--- src/hw/rtl/mts_pkg.sv ---
// ============================================================================
// mts_pkg
// Shared types and codes for the max-tracking stack.
// ============================================================================
package mts_pkg;

    // Request codes
    localparam logic REQ_PUSH = 1'b0;
    localparam logic REQ_POP  = 1'b1;

    // Status codes
    localparam logic [1:0] STATUS_OK        = 2'd0;
    localparam logic [1:0] STATUS_OVERFLOW  = 2'd1;
    localparam logic [1:0] STATUS_UNDERFLOW = 2'd2;

    localparam int unsigned VALUE_W = 32;
    localparam int unsigned COUNT_W = 9;

    // One stack entry: value and running max of it and everything below
    typedef struct packed {
        logic signed [VALUE_W-1:0] max;
        logic signed [VALUE_W-1:0] value;
    } t_entry;

    // Shift command broadcast to every cell
    typedef struct packed {
        logic push;   // shift toward the bottom, load from above
        logic pop;    // shift toward the top, load from below
    } t_shift_ctrl;

endpackage

--- src/hw/rtl/mts_cell.sv ---
// ============================================================================
// mts_cell
// One stack slot: holds an entry, loads from its upper or lower neighbor.
// ============================================================================
module mts_cell (
    input  logic                 i_clk,
    input  mts_pkg::t_shift_ctrl i_ctrl,
    input  mts_pkg::t_entry      i_from_above,
    input  mts_pkg::t_entry      i_from_below,
    output mts_pkg::t_entry      o_entry
);

    mts_pkg::t_entry r_entry;
    mts_pkg::t_entry n_entry;

    always_comb begin
        priority if (i_ctrl.push) begin
            n_entry = i_from_above;
        end else if (i_ctrl.pop) begin
            n_entry = i_from_below;
        end else begin
            n_entry = r_entry;
        end
    end

    // payload only, no reset: slots past the count are never observed
    always_ff @(posedge i_clk) begin
        r_entry <= n_entry;
    end

    assign o_entry = r_entry;

endmodule

--- config.mk ---
export PLATFORM = sky130hd
export DESIGN_NAME = mts_cell
export DESIGN_NICKNAME = d
export VERILOG_FILES = /design/src/hw/rtl/mts_pkg.sv /design/src/hw/rtl/mts_cell.sv
export SDC_FILE = /design/constraint.sdc
export NUM_CORES = 1
export LEC_CHECK = 0
export ABC_AREA = 0
export ABC_CLOCK_PERIOD_IN_PS = 4000
export BUFFER_PORTS_ARGS = -buffer_cell sky130_fd_sc_hd__buf_2
export CAP_MARGIN = 20
export CORE_MARGIN = 8
export CORE_UTILIZATION = 28
export CTS_BUF_LIST = sky130_fd_sc_hd__clkbuf_8 sky130_fd_sc_hd__clkbuf_16
export DETAILED_ROUTE_END_ITERATION = 7
export HOLD_SLACK_MARGIN = 0.1
export PLACE_DENSITY = 0.66
export SLEW_MARGIN = 20
export SYNTH_ARGS = -nofsm -noshare
export SYNTH_HDL_FRONTEND = slang
export SYNTH_SLANG_ARGS = --single-unit
--- constraint.sdc ---
create_clock -name i_clk -period 4 [get_ports i_clk]
set_clock_uncertainty 0.15 [all_clocks]
set_input_delay 0.4 -clock i_clk [delete_from_list [all_inputs] [get_ports i_clk]]
set_output_delay 0.4 -clock i_clk [all_outputs]
set_load 0.02 [all_outputs]
# Word level (Yosys, flattened, before mapping)
# Index checks and enable logic that the tools add are counted.
[classes] add_sub_neg=0 mul=0 div_mod_pow=0 order_cmp=0 n_eq_ne=0 n_shift=0 n_mux=2 bitwise=0 n_reduce_logical=1
[op_table] cell="$mux W64" n=2
[op_table] cell="$reduce_bool A2 Y1" n=1
[word_totals] ff_bits=64 latchBits=0 mem_bits_rw=0 romBits=0 in_bits=131 output_inout_bits=64 elab_cells=5 n_memories=0

# Logic depth before layout (Yosys ltp)
# Gate-level depths: netlist of run 1.
[depth] ltp_word=2 ltp_mapped=3 depth_no_buf=1

# Worst setup path before layout of run 1
# No wires, ideal clock.
[synth_timing] kind="input to register" start="in i_ctrl[1] in the netlist's numbering" end="reg r_entry, in the netlist o_entry[0], enable pin" setup_ns=0.426 arrival_ns=2.149 required_time_ns=3.424 slack_ns=1.276 path_stages=3 path_buffers=2 path_cell_list="buf_6 -> buf_6 -> or2_1"
[synth_between] elab_chain_len=1
[synth_rtl] element="start: declaration" line="mts_cell.sv:7" rtl="input mts_pkg::t_shift_ctrl i_ctrl,"
[synth_rtl] element="$reduce_bool A2 Y1 (no source line)"
[synth_rtl] element="end signal: assignment" line="mts_cell.sv:28" rtl="r_entry <= n_entry;"
[synth_rtl] element="end: declaration" line="mts_cell.sv:13" rtl="mts_pkg::t_entry r_entry;"
# Every way passes these cells.
# A chain may end at the register's enable or synchronous reset.

# Worst setup path after layout of run 1
[layout_timing] start="in i_ctrl[1] in the netlist's numbering" end="reg r_entry, in the netlist o_entry[60], enable pin"
# The elaborated chain is that of the path after synthesis.

==> results of run 1 <==
## cells by family after synthesis
kind of cell,after synthesis
flops,64
buf+inv,7
simple gates,1
mux,64
## metrics by stage
step | power, mW | worst slack, ns | cell area (µm²) | hold WS, ns | utilization [%]
floorplan | 1.06 | 1.28 | 2910 | 0.467 | -
global placement | 1.20 | 1.58 | 3990 | 0.551 | 39.2
finish | 1.62 | 1.88 | 4130 | 0.212 | 40.6
detailed placement | 1.21 | 1.48 | 3990 | 0.553 | 39.2
global route | 1.70 | 1.73 | 4130 | 0.186 | 40.6
CTS | 1.64 | 1.84 | 4130 | 0.188 | 40.6
## critical path: cells and delay by family
family / cells / cell delay [ns]
AND/OR/NAND/NOR: 1 / 0.59
buffers and inverters: 2 / 0.89
## cell usage in the layout (no fill, tap or decap), drive strengths merged
cell    instances
edfxtp         64
clkbuf          9
mux2           64
or2             1
clkinv          4
buf           196
## worst paths after layout
| path | slack (ns) | endpoint | depth (start not counted) |
|---|---|---|---|
| worst min-delay path | 0.21 | o_entry[53] | 2 |
| worst max-delay path | 1.88 | o_entry[60] | 3 |
## power by group through the flow
stage	combinational [mW]	clock (mW)	sequential, mW
2_1_floorplan	0.105	0	0.957
3_3_place_gp	0.350	0	0.854
4_1_cts	0.355	0.446	0.843
5_1_grt	0.370	0.478	0.849
3_5_place_dp	0.355	0	0.857
6_report	0.348	0.427	0.842
## layer usage
layer	vias to the layer above	wire, µm	share of wire, %	track usage [%]
met5	-	0	0	0
met4	0	147	1.9	5.12
met3	15	673	8.7	4.80
li1	932	-	-	-
met2	102	4070	53	19.6
met1	867	2820	37	11.2
## area by class of cell
type                            instances  area share (%)
Timing Repair Buffer                  196            23.9
Multi-Input combinational cell         65            22.1
Clock buffer                            9            3.00
Sequential cell                        64            46.5
Tap cell                              136            4.12
Clock inverter                          4           0.364
==> metrics, run 1 <==
status finished, final reports clean; Ports 195; # rows 37; Final Hold Fails 0; GP Congestion 0.727; sw frac 26.3%; cts hold-fix bufs 0; synthesized instance count ~140; clk sinks between 60 and 70; MaxCap Viol Count 0; Pwr Density just under 400 nW/µm²; Bufs on Longest Clock Path 2; largest net degree at the start of global routing 40; Mean Syn Cell Area 21.4 µm²; largest family of logic cells by synthesized area multiplexers; top-count cell post-synth edfxtp_1; Core Region 10200 µm²; most used cell, CP buf_4; Synth top area share 66.1%; Worst path slowest cell or2_2; CP peak stage delay between 0.5 and 0.6 ns; cell area after synthesis 2910 µm²; WP data required 3.82 ns; Syn. warnings 0; switching power 0.425 mW; routed length per placed instance approximately 16 µm; crit-path max FO 39; area of the multi-input gates between 900 and 1000 µm²; crit path launch i_ctrl[1]; CP Class input port to register; Period minus WS final ~2.1 ns; Seq pwr share 52.1%; Final setup viols 0; Post-synth EDFFs 64; Post-Syn Nets 267; CTS H-Tree Depth 3; Worst-path clk slew 0.07 ns; drt via density 4.04; Fill cells 989; Max Slew Vio Count 0; final setup TNS 0 ns; synth top area cells edfxtp_1 66%, mux2_4 25%, mux2_2 5.8%, buf_6 2.3%, or2_1 0.22%; Iteration-0 DRC Markers 62; Cell Chain, Critical Path buf_4 > or2_2 > buf_4; Post-Route WL 7.71 mm; CTS tree done; drt first pass iters 4; hold crit path type input port to register; Layout area overhead 42.2%; Die Ht 118 µm; f_max 0.471 GHz; mux contribution to synthesized area between 30% and 40%; dpl cells 461; Largest register FFs 64; Setup Buffers After CTS 0; register area share after synthesis 66.1%; Synth Area in Compound Gates 0%; Nets 467; peak supply drop 0.000109 V; vias in the first global route between 2000 and 2500; Clock Root Buffer clkbuf_8; Yosys top cell by area edfxtp_1; FFs w/ async S/R, synth 0%; crit path capture type register; layout cells sized above 1 approximately 80%; gr ovfl total 0; starting density of the core 28.5%; Unique masters post-synth 6; Final Non-Filler Cells 474; ant diodes 0; P_int 1.19 mW; Comb pwr share 21.5%; Post-synth top flop edfxtp_1; Vias 1916; worst path arrival time 1.94 ns; Lkg Pwr about 2.0 nW; Die Wd 118 µm; RSZ-0062 raised after global routing false; initial antenna violation count 0; CTS Buf Count 9; #FFs+latches synth 64; Final ANT Viol Nets 0; worst rel slew slack 56.1%; Post-Synth XOR/XNOR Area 0%; hold_sp i_from_above[53]; synth cell count leaders 64 x edfxtp_1, 49 x mux2_4, 15 x mux2_2, 6 x buf_6; Tcrit/Tclk final 53.1%; Clock Power Share 26.4%; register area 1920 µm²; # DRC 0; first-pass GRT wire length 12.0 mm; Setup crit start kind input port; Post-CTS Resized 0; GRT Util Overall roughly 11%; full die area 13900 µm²; Adder-Cell Fraction of Synth Area 0%; Synth Area in Simple Gates less than 1%; Slew @ Worst Pin ~0.66 ns; Port-buffer cells 194
Power figures use the tool's default switching activity.
==> run 2, diff against run 1 <==
--- a/config.mk
+++ b/config.mk
@@ -5,8 +5,8 @@
 export SDC_FILE = /design/constraint.sdc
 export NUM_CORES = 1
 export LEC_CHECK = 0
-export ABC_AREA = 0
-export ABC_CLOCK_PERIOD_IN_PS = 4000
+export ABC_AREA = 1
+export ABC_CLOCK_PERIOD_IN_PS = 1800
 export BUFFER_PORTS_ARGS = -buffer_cell sky130_fd_sc_hd__buf_2
 export CAP_MARGIN = 20
 export CORE_MARGIN = 8
@@ -14,7 +14,7 @@
 export CTS_BUF_LIST = sky130_fd_sc_hd__clkbuf_8 sky130_fd_sc_hd__clkbuf_16
 export DETAILED_ROUTE_END_ITERATION = 7
 export HOLD_SLACK_MARGIN = 0.1
-export PLACE_DENSITY = 0.66
+export PLACE_DENSITY = 0.69
 export SLEW_MARGIN = 20
 export SYNTH_ARGS = -nofsm -noshare
 export SYNTH_HDL_FRONTEND = slang
==> constraint.sdc (replaced) <==
create_clock -name i_clk -period 1.8 [get_ports i_clk]
set_clock_uncertainty 0.15 [all_clocks]
set_input_delay 0.18 -clock i_clk [delete_from_list [all_inputs] [get_ports i_clk]]
set_output_delay 0.18 -clock i_clk [all_outputs]
set_load 0.02 [all_outputs]
==> run 2 against run 1 <==
  * The run now fails in clock tree synthesis
  * Synthesized cell count up 99%
  * Synthesized area down 5.2%
==> metrics, run 2 <==
status did not finish; Exit stage clock tree synthesis; First Err [ERROR RSZ-0060] Max buffer count reached.; Mean Syn Cell Area 10.2 µm² (-52%); register area share after synthesis 69.8% (+3.6 points); synth cell count leaders 192 x nand2_1, 64 x edfxtp_1, 7 x buf_2, 6 x buf_6; Synth top area share 69.8% (+3.6 points); top-count cell post-synth nand2_1; Ports 195 (unchanged); Setup Buffers After CTS 0 (unchanged); # rows 36 (-2.7%); Yosys top cell by area edfxtp_1; GP Congestion 0.816 (+12%); CTS H-Tree Depth 3 (unchanged); #FFs+latches synth 64 (unchanged); CTS Buf Count 9 (unchanged); Post-Syn Nets 402 (+51%); synthesized instance count 271 (+99%); Synth Area in Compound Gates 0% (unchanged); Port-buffer cells 194 (unchanged); Syn. warnings 0 (unchanged); dpl cells 588 (+28%); Clock Root Buffer clkbuf_8; FFs w/ async S/R, synth 0% (unchanged); Post-CTS Resized 0 (unchanged); Post-synth top flop edfxtp_1; Post-Synth XOR/XNOR Area 0% (unchanged); Die Wd 115 µm (-2.3%); mux contribution to synthesized area 0% (-31 points); clk sinks 64 (unchanged); Synth Area in Simple Gates 26.4% (+26 points); cts hold-fix bufs 122 (+122); largest family of logic cells by synthesized area simple AND/OR/NAND/NOR gates; Unique masters post-synth 6 (unchanged); Adder-Cell Fraction of Synth Area 0% (unchanged); hpwl dp approximately 6.3 mm; starting density of the core 28.4% (-0.076 points); Post-synth EDFFs 64 (unchanged); Bufs on Longest Clock Path 2 (unchanged); cell area after synthesis 2760 µm² (-5.2%); Die Ht 115 µm (-2.3%); synth top area cells edfxtp_1 70%, nand2_1 26%, buf_6 2.5%, buf_2 1.3%, or2_2 0.23%
run 2: changes by cell type after synthesis:
| cell | delta |
|---|---|
| nand2_1 | +192 |
| mux2_4 | -49 |
| buf_2 | +6 |
| inv_2 | +1 |
| or2_2 | +1 |
| mux2_2 | -15 |
| or2_1 | -1 |
run 2: kinds of logic after synthesis:
group                  count (synthesis)
AND/OR/NAND/NOR                      193
buffers and inverters                 14
flip-flops                            64
run 2: metrics by stage:
stage               instance area [µm²]  hold WS [ns]  util [%]  setup WS, ns
floorplan                          2760         0.209         -         0.109
global placement                   3820         0.293      39.5         0.251
detailed placement                 3820         0.297      39.5         0.185
==> run 3, diff against run 2 <==
==> config.mk (replaced) <==
export PLATFORM = sky130hd
export DESIGN_NAME = mts_cell
export DESIGN_NICKNAME = d
export VERILOG_FILES = /design/src/hw/rtl/mts_pkg.sv /design/src/hw/rtl/mts_cell.sv
export SDC_FILE = /design/constraint.sdc
export NUM_CORES = 1
export LEC_CHECK = 0
export ABC_AREA = 1
export ABC_CLOCK_PERIOD_IN_PS = 2350
export BUFFER_PORTS_ARGS = -buffer_cell sky130_fd_sc_hd__buf_2
export CAP_MARGIN = 20
export CORE_MARGIN = 8
export CORE_UTILIZATION = 20
export DETAILED_ROUTE_END_ITERATION = 7
export PLACE_DENSITY_LB_ADDON = 0.15
export SLEW_MARGIN = 20
export SYNTH_ARGS = -nofsm -noshare
export SYNTH_HDL_FRONTEND = slang
export SYNTH_SLANG_ARGS = --single-unit
==> constraint.sdc (replaced) <==
create_clock -name i_clk -period 2.35 [get_ports i_clk]
set_clock_uncertainty 0.15 [all_clocks]
set_input_delay 0.235 -clock i_clk [delete_from_list [all_inputs] [get_ports i_clk]]
set_output_delay 0.235 -clock i_clk [all_outputs]
set_load 0.02 [all_outputs]
==> run 3 against run 2 <==
  * The flow now finishes without violations
  * Synthesized area did not move
  * Synthesized cell count did not move
==> metrics, run 3 <==
clk sinks 64 (unchanged); Core Region around 14000 µm²; Final ANT Viol Nets 0; status finished, final reports clean; most used cell, CP nand2_1; CP Class input port to register; Vias 2446; drt first pass iters 4; initial antenna violation count 1; crit-path max FO 64; Port-buffer cells 194 (unchanged); PnR Total Power ~3.1 mW; Post-Syn Nets 402 (unchanged); Worst Setup Slack, final approximately 0.9 ns; Cell Chain, Critical Path buf_2 > clkinv_2 > nand2_1 > nand2_1; f_max 0.688 GHz; Worst-path clk slew 0.05 ns; hold crit path type input port to register; full die area around 18000 µm²; cts hold-fix bufs 0 (-100%); starting density of the core 20.2% (-8.3 points); routed length per placed instance 13.2 µm; dpl ws 0.637 ns (+0.452 ns); Mean Syn Cell Area 10.2 µm² (unchanged); vias in the first global route 2682; CP peak stage delay 0.64 ns; Final setup viols 0; crit path capture type register; cell area after synthesis 2760 µm² (unchanged); drt via density 3.77; ant diodes 0; synth top area cells edfxtp_1 70%, nand2_1 26%, buf_6 2.5%, buf_2 1.3%, or2_2 0.23%; largest net degree at the start of global routing 65; register area share after synthesis 69.8% (unchanged); Post-Route WL 8.54 mm; hold_sp i_from_below[8]; Layout area overhead 49.6%; hold endpoint o_entry[8]; Yosys top cell by area edfxtp_1; Post-CTS Resized 0 (unchanged); # rows 43 (+19%); CTS H-Tree Depth 3 (unchanged); RSZ-0062 raised after global routing false; Buf+Inv Stages, Crit Path 2; Nets 596; Fill cells 1515; Setup Buffers After CTS 0 (unchanged); delay-heaviest family, CP buffers and inverters; Period minus WS final 1.45 ns; top-count cell post-synth nand2_1; #FFs+latches synth 64 (unchanged); FFs w/ async S/R, synth 0% (unchanged); Largest register FFs 64; Unique masters post-synth 6 (unchanged); gr ovfl total 0; Final Hold Fails 0; Syn. warnings 0 (unchanged); layout cells sized above 1 45.0%; Die Wd 133 µm (+16%); final setup TNS 0 ns; Tcrit/Tclk final 61.8%; MaxCap Viol Count 0; worst rel slew slack 39.8%; Worst Hold Path Cells 3; Max Slew Vio Count 0; Lkg Pwr around 2.1 nW; worst path arrival time 1.37 ns; Ports 195 (unchanged); hpwl dp 6.55 mm (+4.1%); # DRC 0; CTS tree done; CTS Buf Count 9 (unchanged); synthesized instance count 271 (unchanged); Synth top area share 69.8% (unchanged); synth cell count leaders 192 x nand2_1, 64 x edfxtp_1, 7 x buf_2, 6 x buf_6; most common cell after layout, fill and taps aside buf_2; most frequent cells in the layout 194 x buf_2, 192 x nand2_1, 64 x edfxtp_1, 9 x clkbuf_16, 4 x clkinv_2; peak supply drop ~0.00025 V; Setup crit start kind input port; Worst path slowest cell clkinv_2; Clock Root Buffer clkbuf_16; GRT Util Overall 9.44%; Iteration-0 DRC Markers 86; first-pass GRT wire length 13.4 mm; Post-synth EDFFs 64 (unchanged); Slew @ Worst Pin between 0.9 and 1 ns; WP data required 2.26 ns; Pwr Density approximately 760 nW/µm²; DP Area 3870 µm² (+1.1%); GP Congestion 0.719 (-12%); Bufs on Longest Clock Path 2 (unchanged); Die Ht 133 µm (+16%); Post-synth top flop edfxtp_1; fin area 4120 µm²
## run 3: cell counts after synthesis
Identical to the previous run, type by type.
## run 3: per-stage QoR
| stage | hold slack [ns] | instances | util, % |
|---|---|---|---|
| after global routing | 0.0173 | 649 | 30.2 |
| after floorplan | 0.264 | 271 | - |
| after global placement | 0.352 | 634 | 28.3 |
| after CTS | 0.0104 | 649 | 30.2 |
| final | 0.0272 | 649 | 30.2 |
| after detailed placement | 0.350 | 634 | 28.3 |
## run 3: cells by family after synthesis
logic type    Yosys count  share of synthesized area, %
buf+inv                14                          3.86
flops                  64                          69.8
simple gates          193                          26.4
## run 3: power by group
part,internal (mW),switching (mW)
clock,0.701,0.458
combinational,0.198,0.345
sequential,1.40,0.0303
## run 3: worst max-delay path by stage
stage | start | end | slack (ns) | cells after the start
detailed placement | i_ctrl[1] | o_entry[4] | 0.64 | 4
floorplan | i_ctrl[1] | o_entry[0] | 0.60 | 2
finish | i_ctrl[1] | o_entry[4] | 0.90 | 4
CTS | i_ctrl[1] | o_entry[4] | 0.98 | 4
global placement | i_ctrl[1] | o_entry[4] | 0.65 | 4
global route | i_ctrl[1] | o_entry[45] | 0.68 | 4
## run 3: area by class of cell
cell class | instances | area, µm² | area share (%)
multi-input cells | 193 | 729 | 17.7
repair buffers | 196 | 986 | 23.9
clock inverters | 4 | 22.5 | 0.546
well taps | 180 | 225 | 5.46
clock buffers | 11 | 233 | 5.64
inverters | 1 | 5.00 | 0.121
flip-flops and latches | 64 | 1920 | 46.6
## run 3: metal layers
metal  part of all wire [%]  wire [µm]  vias up  track usage [%]
met5                   0.15         13        -                0
met2                     44       3780      125             14.3
met1                     44       3740     1050             11.1
met4                    1.6        136        2             4.49
li1                       -          -     1257                -
met3                     10        872       12             4.33
